`src/design/ffdm_pkg.sv`:
```
package ffdm_pkg;

  localparam int VOLUME_BITS   = 32;
  localparam int FRACTION_BITS = 16;
  localparam int FRAC_W        = FRACTION_BITS + 1;
  localparam int PROD_BITS     = VOLUME_BITS + FRAC_W;
  localparam int SUM_BITS      = 64;
  localparam int OUT_FRAC      = 16;
  localparam int OUT_BITS      = 32;
  localparam int DVD_BITS      = SUM_BITS + OUT_FRAC;
  localparam int DIV_STEPS     = DVD_BITS;
  localparam int CNT_BITS      = $clog2(DIV_STEPS);

  localparam logic [OUT_BITS-1:0] POS_LIMIT = {1'b0, {(OUT_BITS-1){1'b1}}};
  localparam logic [OUT_BITS-1:0] NEG_LIMIT = {1'b1, {(OUT_BITS-1){1'b0}}};

  typedef enum logic [8:0] {
    S_IDLE = 9'b000000001,
    S_MUL0 = 9'b000000010,
    S_MUL1 = 9'b000000100,
    S_MUL2 = 9'b000001000,
    S_ACC  = 9'b000010000,
    S_PREP = 9'b000100000,
    S_DIV  = 9'b001000000,
    S_FIN  = 9'b010000000,
    S_OUT  = 9'b100000000
  } state_t;

endpackage

```
`src/design/fraction_field_drift_metrics_unit.sv`:
```
// Cell item: 3 passes through one shared multiplier (S_MUL0 to S_MUL2), then the last sum
// update (S_ACC); cell_stall is high while the sequencer is not idle, so a cell is taken
// only once the last is through. Last cell: two 80-step restoring divisions (one quotient
// bit per cycle) on a shared 65-bit subtractor, then result_valid is set from S_OUT; a zero
// start sum skips the divisions. Cells are taken while the result waits in its register.
// Reset (rst, synchronous): sums cleared, sequencer idle, no result pending.
module fraction_field_drift_metrics_unit
  import ffdm_pkg::*;
(
  input  logic                       clk,
  input  logic                       rst,
  input  logic                       cell_valid,
  output logic                       cell_stall,
  input  logic [VOLUME_BITS-1:0]     cell_volume,
  input  logic [FRAC_W-1:0]          fraction_start,
  input  logic [FRAC_W-1:0]          fraction_now,
  input  logic                       last_cell,
  output logic                       result_valid,
  input  logic                       result_stall,
  output logic [OUT_BITS-1:0]        shape_error,
  output logic signed [OUT_BITS-1:0] volume_change,
  output logic                       zero_reference
);

  state_t state;

  logic [VOLUME_BITS-1:0] vol;
  logic [FRAC_W-1:0]      a0;
  logic [FRAC_W-1:0]      a1;
  logic [FRAC_W-1:0]      diff;
  logic                   last;
  logic [PROD_BITS-1:0]   prod;
  logic [FRAC_W-1:0]      mul_b;
  logic [SUM_BITS-1:0]    prod_ext;

  logic [SUM_BITS-1:0]    change_sum;
  logic [SUM_BITS-1:0]    start_sum;
  logic [SUM_BITS-1:0]    now_sum;

  // divider
  logic [DVD_BITS-1:0]    dvd;
  logic [SUM_BITS-1:0]    rem;
  logic [OUT_BITS:0]      quo;
  logic                   quo_ovf;
  logic [CNT_BITS-1:0]    div_count;
  logic                   div_sel;
  logic [SUM_BITS:0]      rem_sh;
  logic [SUM_BITS:0]      rem_sub;
  logic                   rem_ge;
  logic                   load_div;
  logic [SUM_BITS-1:0]    div_num;
  logic                   now_below;
  logic                   quo_big;

  logic [OUT_BITS-1:0]    res_shape;
  logic [OUT_BITS-1:0]    res_change;
  logic [OUT_BITS-1:0]    res_change_next;
  logic [OUT_BITS-1:0]    neg_mag;
  logic                   res_zero;
  logic                   out_load;
  logic                   cell_take;

  function automatic logic [SUM_BITS-1:0] sat_add(input logic [SUM_BITS-1:0] a,
                                                  input logic [SUM_BITS-1:0] b);
    logic [SUM_BITS:0] s;
    s = {1'b0, a} + {1'b0, b};
    return s[SUM_BITS] ? {SUM_BITS{1'b1}} : s[SUM_BITS-1:0];
  endfunction

  assign cell_stall = (state != S_IDLE);
  assign cell_take  = cell_valid && !cell_stall;

  always_comb begin
    case (state)
      S_MUL0:  mul_b = a0;
      S_MUL1:  mul_b = a1;
      default: mul_b = diff;
    endcase
  end

  assign prod_ext = {{(SUM_BITS-PROD_BITS){1'b0}}, prod};

  // one restoring step: shift in next dividend bit, trial subtract
  assign rem_sh  = {rem, dvd[DVD_BITS-1]};
  assign rem_sub = rem_sh - {1'b0, start_sum};
  assign rem_ge  = !rem_sub[SUM_BITS];

  assign now_below = (now_sum < start_sum);
  assign quo_big   = quo_ovf || quo[OUT_BITS];
  assign load_div  = ((state == S_PREP) && (start_sum != '0)) ||
                     ((state == S_FIN) && !div_sel);
  always_comb begin
    if (state == S_PREP) begin
      div_num = change_sum;
    end else if (now_below) begin
      div_num = start_sum - now_sum;
    end else begin
      div_num = now_sum - start_sum;
    end
  end

  always_comb begin
    neg_mag = (quo_big || (quo[OUT_BITS-1] && (quo[OUT_BITS-2:0] != '0))) ?
              NEG_LIMIT : quo[OUT_BITS-1:0];
    if (now_below) begin
      res_change_next = '0 - neg_mag;
    end else if (quo_big || quo[OUT_BITS-1]) begin
      res_change_next = POS_LIMIT;
    end else begin
      res_change_next = quo[OUT_BITS-1:0];
    end
  end

  assign out_load = (state == S_OUT) && !(result_valid && result_stall);

  always_ff @(posedge clk) begin
    if (rst) begin
      state        <= S_IDLE;
      change_sum   <= '0;
      start_sum    <= '0;
      now_sum      <= '0;
      result_valid <= 1'b0;
      div_sel      <= 1'b0;
      div_count    <= '0;
    end else begin
      if (out_load) begin
        result_valid <= 1'b1;
      end else if (result_valid && !result_stall) begin
        result_valid <= 1'b0;
      end

      case (state)
        S_IDLE: begin
          if (cell_take) begin
            state <= S_MUL0;
          end
        end
        S_MUL0: state <= S_MUL1;
        S_MUL1: begin
          start_sum <= sat_add(start_sum, prod_ext);
          state     <= S_MUL2;
        end
        S_MUL2: begin
          now_sum <= sat_add(now_sum, prod_ext);
          state   <= S_ACC;
        end
        S_ACC: begin
          change_sum <= sat_add(change_sum, prod_ext);
          state      <= last ? S_PREP : S_IDLE;
        end
        S_PREP: begin
          div_sel   <= 1'b0;
          div_count <= CNT_BITS'(DIV_STEPS - 1);
          state     <= (start_sum == '0) ? S_OUT : S_DIV;
        end
        S_DIV: begin
          div_count <= div_count - 1'b1;
          if (div_count == '0) begin
            state <= S_FIN;
          end
        end
        S_FIN: begin
          if (!div_sel) begin
            div_sel   <= 1'b1;
            div_count <= CNT_BITS'(DIV_STEPS - 1);
            state     <= S_DIV;
          end else begin
            state <= S_OUT;
          end
        end
        S_OUT: begin
          if (out_load) begin
            change_sum <= '0;
            start_sum  <= '0;
            now_sum    <= '0;
            state      <= S_IDLE;
          end
        end
        default: state <= S_IDLE;
      endcase
    end
  end

  // datapath, no reset needed
  always_ff @(posedge clk) begin
    if (cell_take) begin
      vol  <= cell_volume;
      a0   <= fraction_start;
      a1   <= fraction_now;
      diff <= (fraction_now >= fraction_start) ? (fraction_now - fraction_start)
                                               : (fraction_start - fraction_now);
      last <= last_cell;
    end

    if ((state == S_MUL0) || (state == S_MUL1) || (state == S_MUL2)) begin
      prod <= PROD_BITS'(vol) * PROD_BITS'(mul_b);
    end

    if (load_div) begin
      dvd     <= {div_num, {OUT_FRAC{1'b0}}};
      rem     <= '0;
      quo     <= '0;
      quo_ovf <= 1'b0;
    end else if (state == S_DIV) begin
      dvd     <= {dvd[DVD_BITS-2:0], 1'b0};
      rem     <= rem_ge ? rem_sub[SUM_BITS-1:0] : rem_sh[SUM_BITS-1:0];
      quo     <= {quo[OUT_BITS-1:0], rem_ge};
      quo_ovf <= quo_ovf || quo[OUT_BITS];
    end

    if (state == S_PREP) begin
      res_shape  <= '0;
      res_change <= '0;
      res_zero   <= (start_sum == '0);
    end else if (state == S_FIN) begin
      if (!div_sel) begin
        res_shape <= quo_big ? {OUT_BITS{1'b1}} : quo[OUT_BITS-1:0];
      end else begin
        res_change <= res_change_next;
      end
    end

    if (out_load) begin
      shape_error    <= res_shape;
      volume_change  <= res_change;
      zero_reference <= res_zero;
    end
  end

  a_rise_from_out: assert property (@(posedge clk) disable iff (rst)
    $rose(result_valid) |-> $past(state == S_OUT))
    else $error("result_valid rose outside the output step");

  a_zero_ref: assert property (@(posedge clk) disable iff (rst)
    (result_valid && zero_reference) |-> (shape_error == '0 && volume_change == '0))
    else $error("zero start sum gave nonzero ratios");

  a_clear: assert property (@(posedge clk) disable iff (rst)
    out_load |=> (change_sum == '0 && start_sum == '0 && now_sum == '0))
    else $error("sums not cleared after result");

  a_div_den: assert property (@(posedge clk) disable iff (rst)
    (state == S_DIV) |-> (start_sum != '0))
    else $error("division started with zero divisor");

  a_div_cnt: assert property (@(posedge clk) disable iff (rst)
    (state == S_DIV) |-> (div_count <= CNT_BITS'(DIV_STEPS - 1)))
    else $error("division step count out of range");

endmodule

```
`config.mk`:
```
export PLATFORM = sky130hd
export DESIGN_NAME = fraction_field_drift_metrics_unit
export DESIGN_NICKNAME = d
export VERILOG_FILES = /design/src/design/ffdm_pkg.sv /design/src/design/fraction_field_drift_metrics_unit.sv
export SDC_FILE = /design/constraint.sdc
export NUM_CORES = 2
export LEC_CHECK = 0
export BUFFER_PORTS_ARGS = -buffer_cell sky130_fd_sc_hd__buf_4
export CAP_MARGIN = 5
export CORE_AREA = 10 10 352 354
export CTS_CLUSTER_SIZE = 14
export DETAILED_ROUTE_END_ITERATION = 12
export DIE_AREA = 0 0 362 364
export PLACE_DENSITY = 0.68
export RECOVER_POWER = 100
export SYNTH_ARGS = -nofsm -noshare
export SYNTH_HDL_FRONTEND = slang
export SYNTH_SLANG_ARGS = --single-unit
```
`constraint.sdc`:
```
create_clock -name clk -period 27.2 [get_ports clk]
set_clock_uncertainty 0.2 [all_clocks]
set_input_delay 5.44 -clock clk [delete_from_list [all_inputs] [get_ports clk]]
set_output_delay 5.44 -clock clk [all_outputs]
set_load 0.05 [all_outputs]
```
# [Word level (Yosys, flattened, before mapping)]
# Index checks and enable logic that the tools add are counted.
[classes] add_sub_neg=10 n_mux=30 n_reduce_logical=36 bitwise_logic=1 mul=1 eq_ne=14 magnitude_cmp=2
[ops] cell="$mux W64" count=7
[ops] cell="$pmux W64 S2" count=3
[ops] cell="$add A64 B49 Y65" count=3
[ops] cell="$mux W80" count=2
[ops] cell="$mux W32" count=4
[ops] cell="$sub A64 B64 Y64" count=2
[ops] cell="$pmux W9 S9" count=1
[ops] cell="$sub A65 B64 Y65" count=1
[ops] cell="$logic_not A64 Y1" count=1
[ops] cell="$lt A64 B64 Y1" count=1
[ops] cell="$reduce_bool A64 Y1" count=1
[ops] cell="$mul A32 B17 Y49" count=1
[ops] cell="$mux W9" count=5
[ops] cell="$pmux W17 S2" count=1
[ops] cell="$sub A17 B17 Y17" count=2
[ops] cell="$sub A1 B32 Y32 const A" count=1
[ops] cell="$reduce_bool A31 Y1" count=1
[ops] cell="$pmux W7 S3" count=1
[ops] cell="$ge A17 B17 Y1" count=1
[ops] cell="$mux W17" count=1
[ops] cell="$reduce_and A2 Y1" count=6
[ops] cell="$reduce_bool A2 Y1" count=6
[ops] cell="$eq A9 B1 Y1 const B" count=1
[ops] cell="$eq A9 B2 Y1 const B" count=1
[ops] cell="other kinds (21)" count=40
[totals] wordCells=117 output_inout_bits=67 in_bits=71 regBits=635

# [Longest topological paths before layout]
[depth] ltp_word=6 ltp_mapped=34 depth_no_buf=31

# [Worst setup path before layout]
# No wires, ideal clock.
[synth_timing] path_type="input to register" start="input cell_valid" end="register a0[0], enable pin" required_time_ns=26.473 arrival_time_ns=8.968 n_path_buf=0 slack_ns=17.505 setup_ns=0.527 stages=2 cell_sequence="inv_1 > nor2_1"
[synth_via] elab_chain_len=1
[synth_lines] element="start, declared" line_no="fraction_field_drift_metrics_unit.sv:12" rtl="input logic cell_valid,"
[synth_lines] element="$logic_and A1 B1 Y1" line_no="fraction_field_drift_metrics_unit.sv:71" rtl="assign cell_take = cell_valid && !cell_stall;"
[synth_lines] element="named net cell_take" line_no="fraction_field_drift_metrics_unit.sv:61" rtl="logic cell_take;"
[synth_lines] element="end signal, assigned" line_no="fraction_field_drift_metrics_unit.sv:188" rtl="a0 <= fraction_start;"
[synth_lines] element="end, declared" line_no="fraction_field_drift_metrics_unit.sv:28" rtl="logic [FRAC_W-1:0] a0;"
# The timed path passes the listed nets, and every way through them passes these cells.
# A chain may end at the register's enable or synchronous reset.

# [Worst setup path after layout]
[layout_timing] start="register state[8]" end="register prod[45] (data pin)"
[layout_via] elab_chain_len=3 word_cells_on_any_way=4 classes_between="1 x mul; 2 x eq/ne; 1 x mux"
[layout_lines] element="start, declared" line_no="fraction_field_drift_metrics_unit.sv:25" rtl="state_t state;"
[layout_lines] element="start signal, assigned" line_no="fraction_field_drift_metrics_unit.sv:149" rtl="state <= last ? S_PREP : S_IDLE;"
[layout_lines] element="start signal, assigned" line_no="fraction_field_drift_metrics_unit.sv:154" rtl="state <= (start_sum == '0) ? S_OUT : S_DIV;"
[layout_lines] element="$eq A9 B3 Y1 or $eq A9 B2 Y1 (tied branches)" line_no="fraction_field_drift_metrics_unit.sv:74" rtl="case (state)"
[layout_lines] element="$pmux W17 S2 (*)" line_no="fraction_field_drift_metrics_unit.sv:74"
[layout_lines] element="$mul A32 B17 Y49 (*)" line_no="fraction_field_drift_metrics_unit.sv:196" rtl="prod <= PROD_BITS'(vol) * PROD_BITS'(mul_b);"
[layout_lines] element="end signal, assigned" line_no="fraction_field_drift_metrics_unit.sv:196"
[layout_lines] element="end, declared" line_no="fraction_field_drift_metrics_unit.sv:32" rtl="logic [PROD_BITS-1:0] prod;"
# Every way passes the cells marked *; elsewhere a longest branch is shown, timed or not.

==> metrics.csv <==
metric;value;unit
worstPathArrival;12.34;ns
drc;0;
place_ws;16.84;ns
io_buffers;137;
dpl_cell_area;65600;µm²
dieWidth;362;µm
tightest_slew;4.53;ns
cpPeakStageDelay;1.50;ns
drt-met1-wl;88100;µm
track_usage;31.4;%
clk_latency;0.69;ns
synth_nets;8671;
synth.area.mux_share;1.60;%
ys_seq_area_share;24.1;%
top_layer;met5;
cts_sinks;635;
cp-end-kind;flop;
yosysTopAreaCellShare;14.4;%
htreeDepth;3;
wl_met3;16300;µm
layout_setup_ws;15.07;ns
core;117000;µm²
design_area;67800;µm²
antenna_found_initial;8;
netlist_instances;7646;
layout.cells.non_filler;9115;
cp.buffers_inverters;5;
num-fill-cells;10800;
drt-initial-drc-count;5066;
hpwlAfterDp;167000;µm
crit_required;27.41;ns
yosys-top-cells-area;fa_1 14%, edfxtp_1 12%, dfxtp_1 12%;
die_area;132000;µm²
rsz0062_at_grt;no;
grt_pass1_vias;55400;
syn_to_final_growth;6.51;%
pin_count;138;
place_congestion;1.00;
start_kind;flop;
drive_gt1_share;3.96;%
post_cts_buffers;0;
max_freq;82.4;MHz
nNetsFinal;8539;
min_from;res_zero$_DFFE_PP_;
synthArstFlopShare;0;%
cts-root-buf;clkbuf_16;
initial_core_util;54.3;%
crit_path_start;state[8]$_SDFFE_PP0P_;
synth_edf_count;263;
maxSlewHeadroom;-202;%
status;finished with violations;
slowest_stage;clkbuf_1;
path_class;flop to flop;
die_y;364;µm
synth.cell_area;63600;µm²
cts-buffers-inserted;80;
ys.flop_type;dfxtp_1;
yosysUniqueCellTypes;103;
critPathMaxFanout;32;
holdCritPathClass;flop to flop;
finalCritPeriodShare;44.6;%
ys_ff_latch;635;
synth-simple-area-share;16.8;%
viasPerCell;6.25;
synth_warnings;0;
violations;max-capacitance violations, max-slew violations;
hold_buffers;0;
path_delay_family;compound AO/OA/AOI/OAI gates;
reg2reg_from;state[8]$_SDFFE_PP0P_;
synth_compound_area_share;21.7;%
register_area;15300;µm²
clk_pin_slew;0.06;ns
synth-xor-area-share;4.14;%
setup_tns;0;ns
vias;56900;
ant_nets;0;
cts_tree;yes;
cts_buffer_depth;3;
path_common_cell;fa_1;
post_cts_resized;0;
multiInputGateArea;43600;µm²
overflow;0;
synth_adder_area_share;24.1;%
grt_max_degree;82;
synth.largest_area_cell;fa_1;
drv_cap;26;
finalSetupViolations;0;
grt_pass1_wl;326000;µm
dp.cells;8968;
synth_top_family_by_area;adder cells;
avgSynthCellArea;8.32;µm²
avgRoutedWirePerCell;23.3;µm
hold_viol_final;0;
drv_slew;1069;
routed_wl;212000;µm
wl_met2;97700;µm
first_pass_iters;8;
period_needed;12.14;ns
antenna_cells;0;
core.rowCount;126;
## worst register-to-register path: cells and delay by family, from the launching register on
kind | cells | cell delay, ns
buffers and inverters | 5 | 1.74
flip-flops | 1 | 0.38
AND/OR/NAND/NOR | 6 | 2.91
adder cells (fa/ha/maj) | 7 | 3.22
XOR/XNOR | 1 | 0.10
AO/OA/AOI/OAI | 10 | 3.34
## path summary, 6_finish.rpt
kind / to / slack (ns) / cells after the start
hold / removal: zero_reference$_DFFE_PP_ / 0.22 / 0
setup reg to reg: prod[45]$_DFFE_PP_ / 15.07 / 29
setup / recovery: prod[45]$_DFFE_PP_ / 15.07 / 29
hold reg to reg: zero_reference$_DFFE_PP_ / 0.22 / 0
## Yosys cell counts (all sizes together), types with 105 or more instances
| library cell | n |
|---|---|
| nand2 | 879 |
| inv | 813 |
| a21oi | 685 |
| ha | 497 |
| o21ai | 497 |
| fa | 457 |
| dfxtp | 372 |
| nor2 | 369 |
| clkbuf | 361 |
| edfxtp | 263 |
| a21o | 252 |
| and2 | 245 |
| xnor2 | 176 |
| nor3 | 164 |
| xor2 | 124 |
| nand3 | 118 |
| nand4 | 105 |
## sequential cells by signal, indices dropped and copies added, names as in the netlist, 33 cells and up
register,flops
change_sum,64
dvd,64
now_sum,64
rem,64
start_sum,64
prod,49
quo,33
## stage by stage
step	util, %	hold WS (ns)
CTS	58.3	0.221
global placement	56.0	0.205
floorplan	-	0.200
global route	57.9	0.235
finish	57.9	0.219
detailed placement	56.0	0.207
## layout make-up
| type | instances | share of cell area [%] |
|---|---|---|
| Sequential cell | 635 | 22.6 |
| Tap cell | 1536 | 2.84 |
| Timing Repair Buffer | 219 | 1.69 |
| Multi-Input combinational cell | 5764 | 64.3 |
| Inverter | 814 | 4.51 |
| Clock inverter | 43 | 0.755 |
| Clock buffer | 104 | 3.31 |
## placed cells by master, fill, tap and decap left out, types with 52 or more instances in the layout
cell type  Yosys  layout
xor2_1       124     124
buf_4          9      53
xnor2_1      175     175
edfxtp_1     263     263
fa_1         457     457
ha_1         497     497
nand4_1      105     105
clkbuf_1     360     144
nor3_1       163     162
a21o_1       252     252
or3_1         54      54
nand3_1      118     118
a211oi_1     100     100
and3_1        58      58
a31oi_1       74      74
nand2_1      877     876
o21bai_1      78      78
a21oi_1      682     681
nor2b_1       53      52
o21a_1        68      68
inv_1        813     812
clkbuf_16      0      83
nor2_1       366     364
dfxtp_1      372     372
mux2i_1       93      93
o21ai_0      441     488
and2_1       243     239
## metal layers
layer  GRT usage, %  vias up
li1               -    26400
met1           40.7    27700
met2           52.2     2408
met3           4.78      455
met4           12.9        4
met5              0        -
## kinds of logic (layout without fill, tap and decap cells)
logic type / after synthesis / in the layout
AO/OA/AOI/OAI: 2176 / 2176
XOR/XNOR: 300 / 300
adder cells (fa/ha/maj): 954 / 954
buffers and inverters: 1247 / 1180
flip-flops: 635 / 635
multiplexers: 101 / 101
AND/OR/NAND/NOR: 2233 / 2233
Power is not shown: default switching activity piles up to over one toggle a cycle in this logic, so the estimate is an artifact.
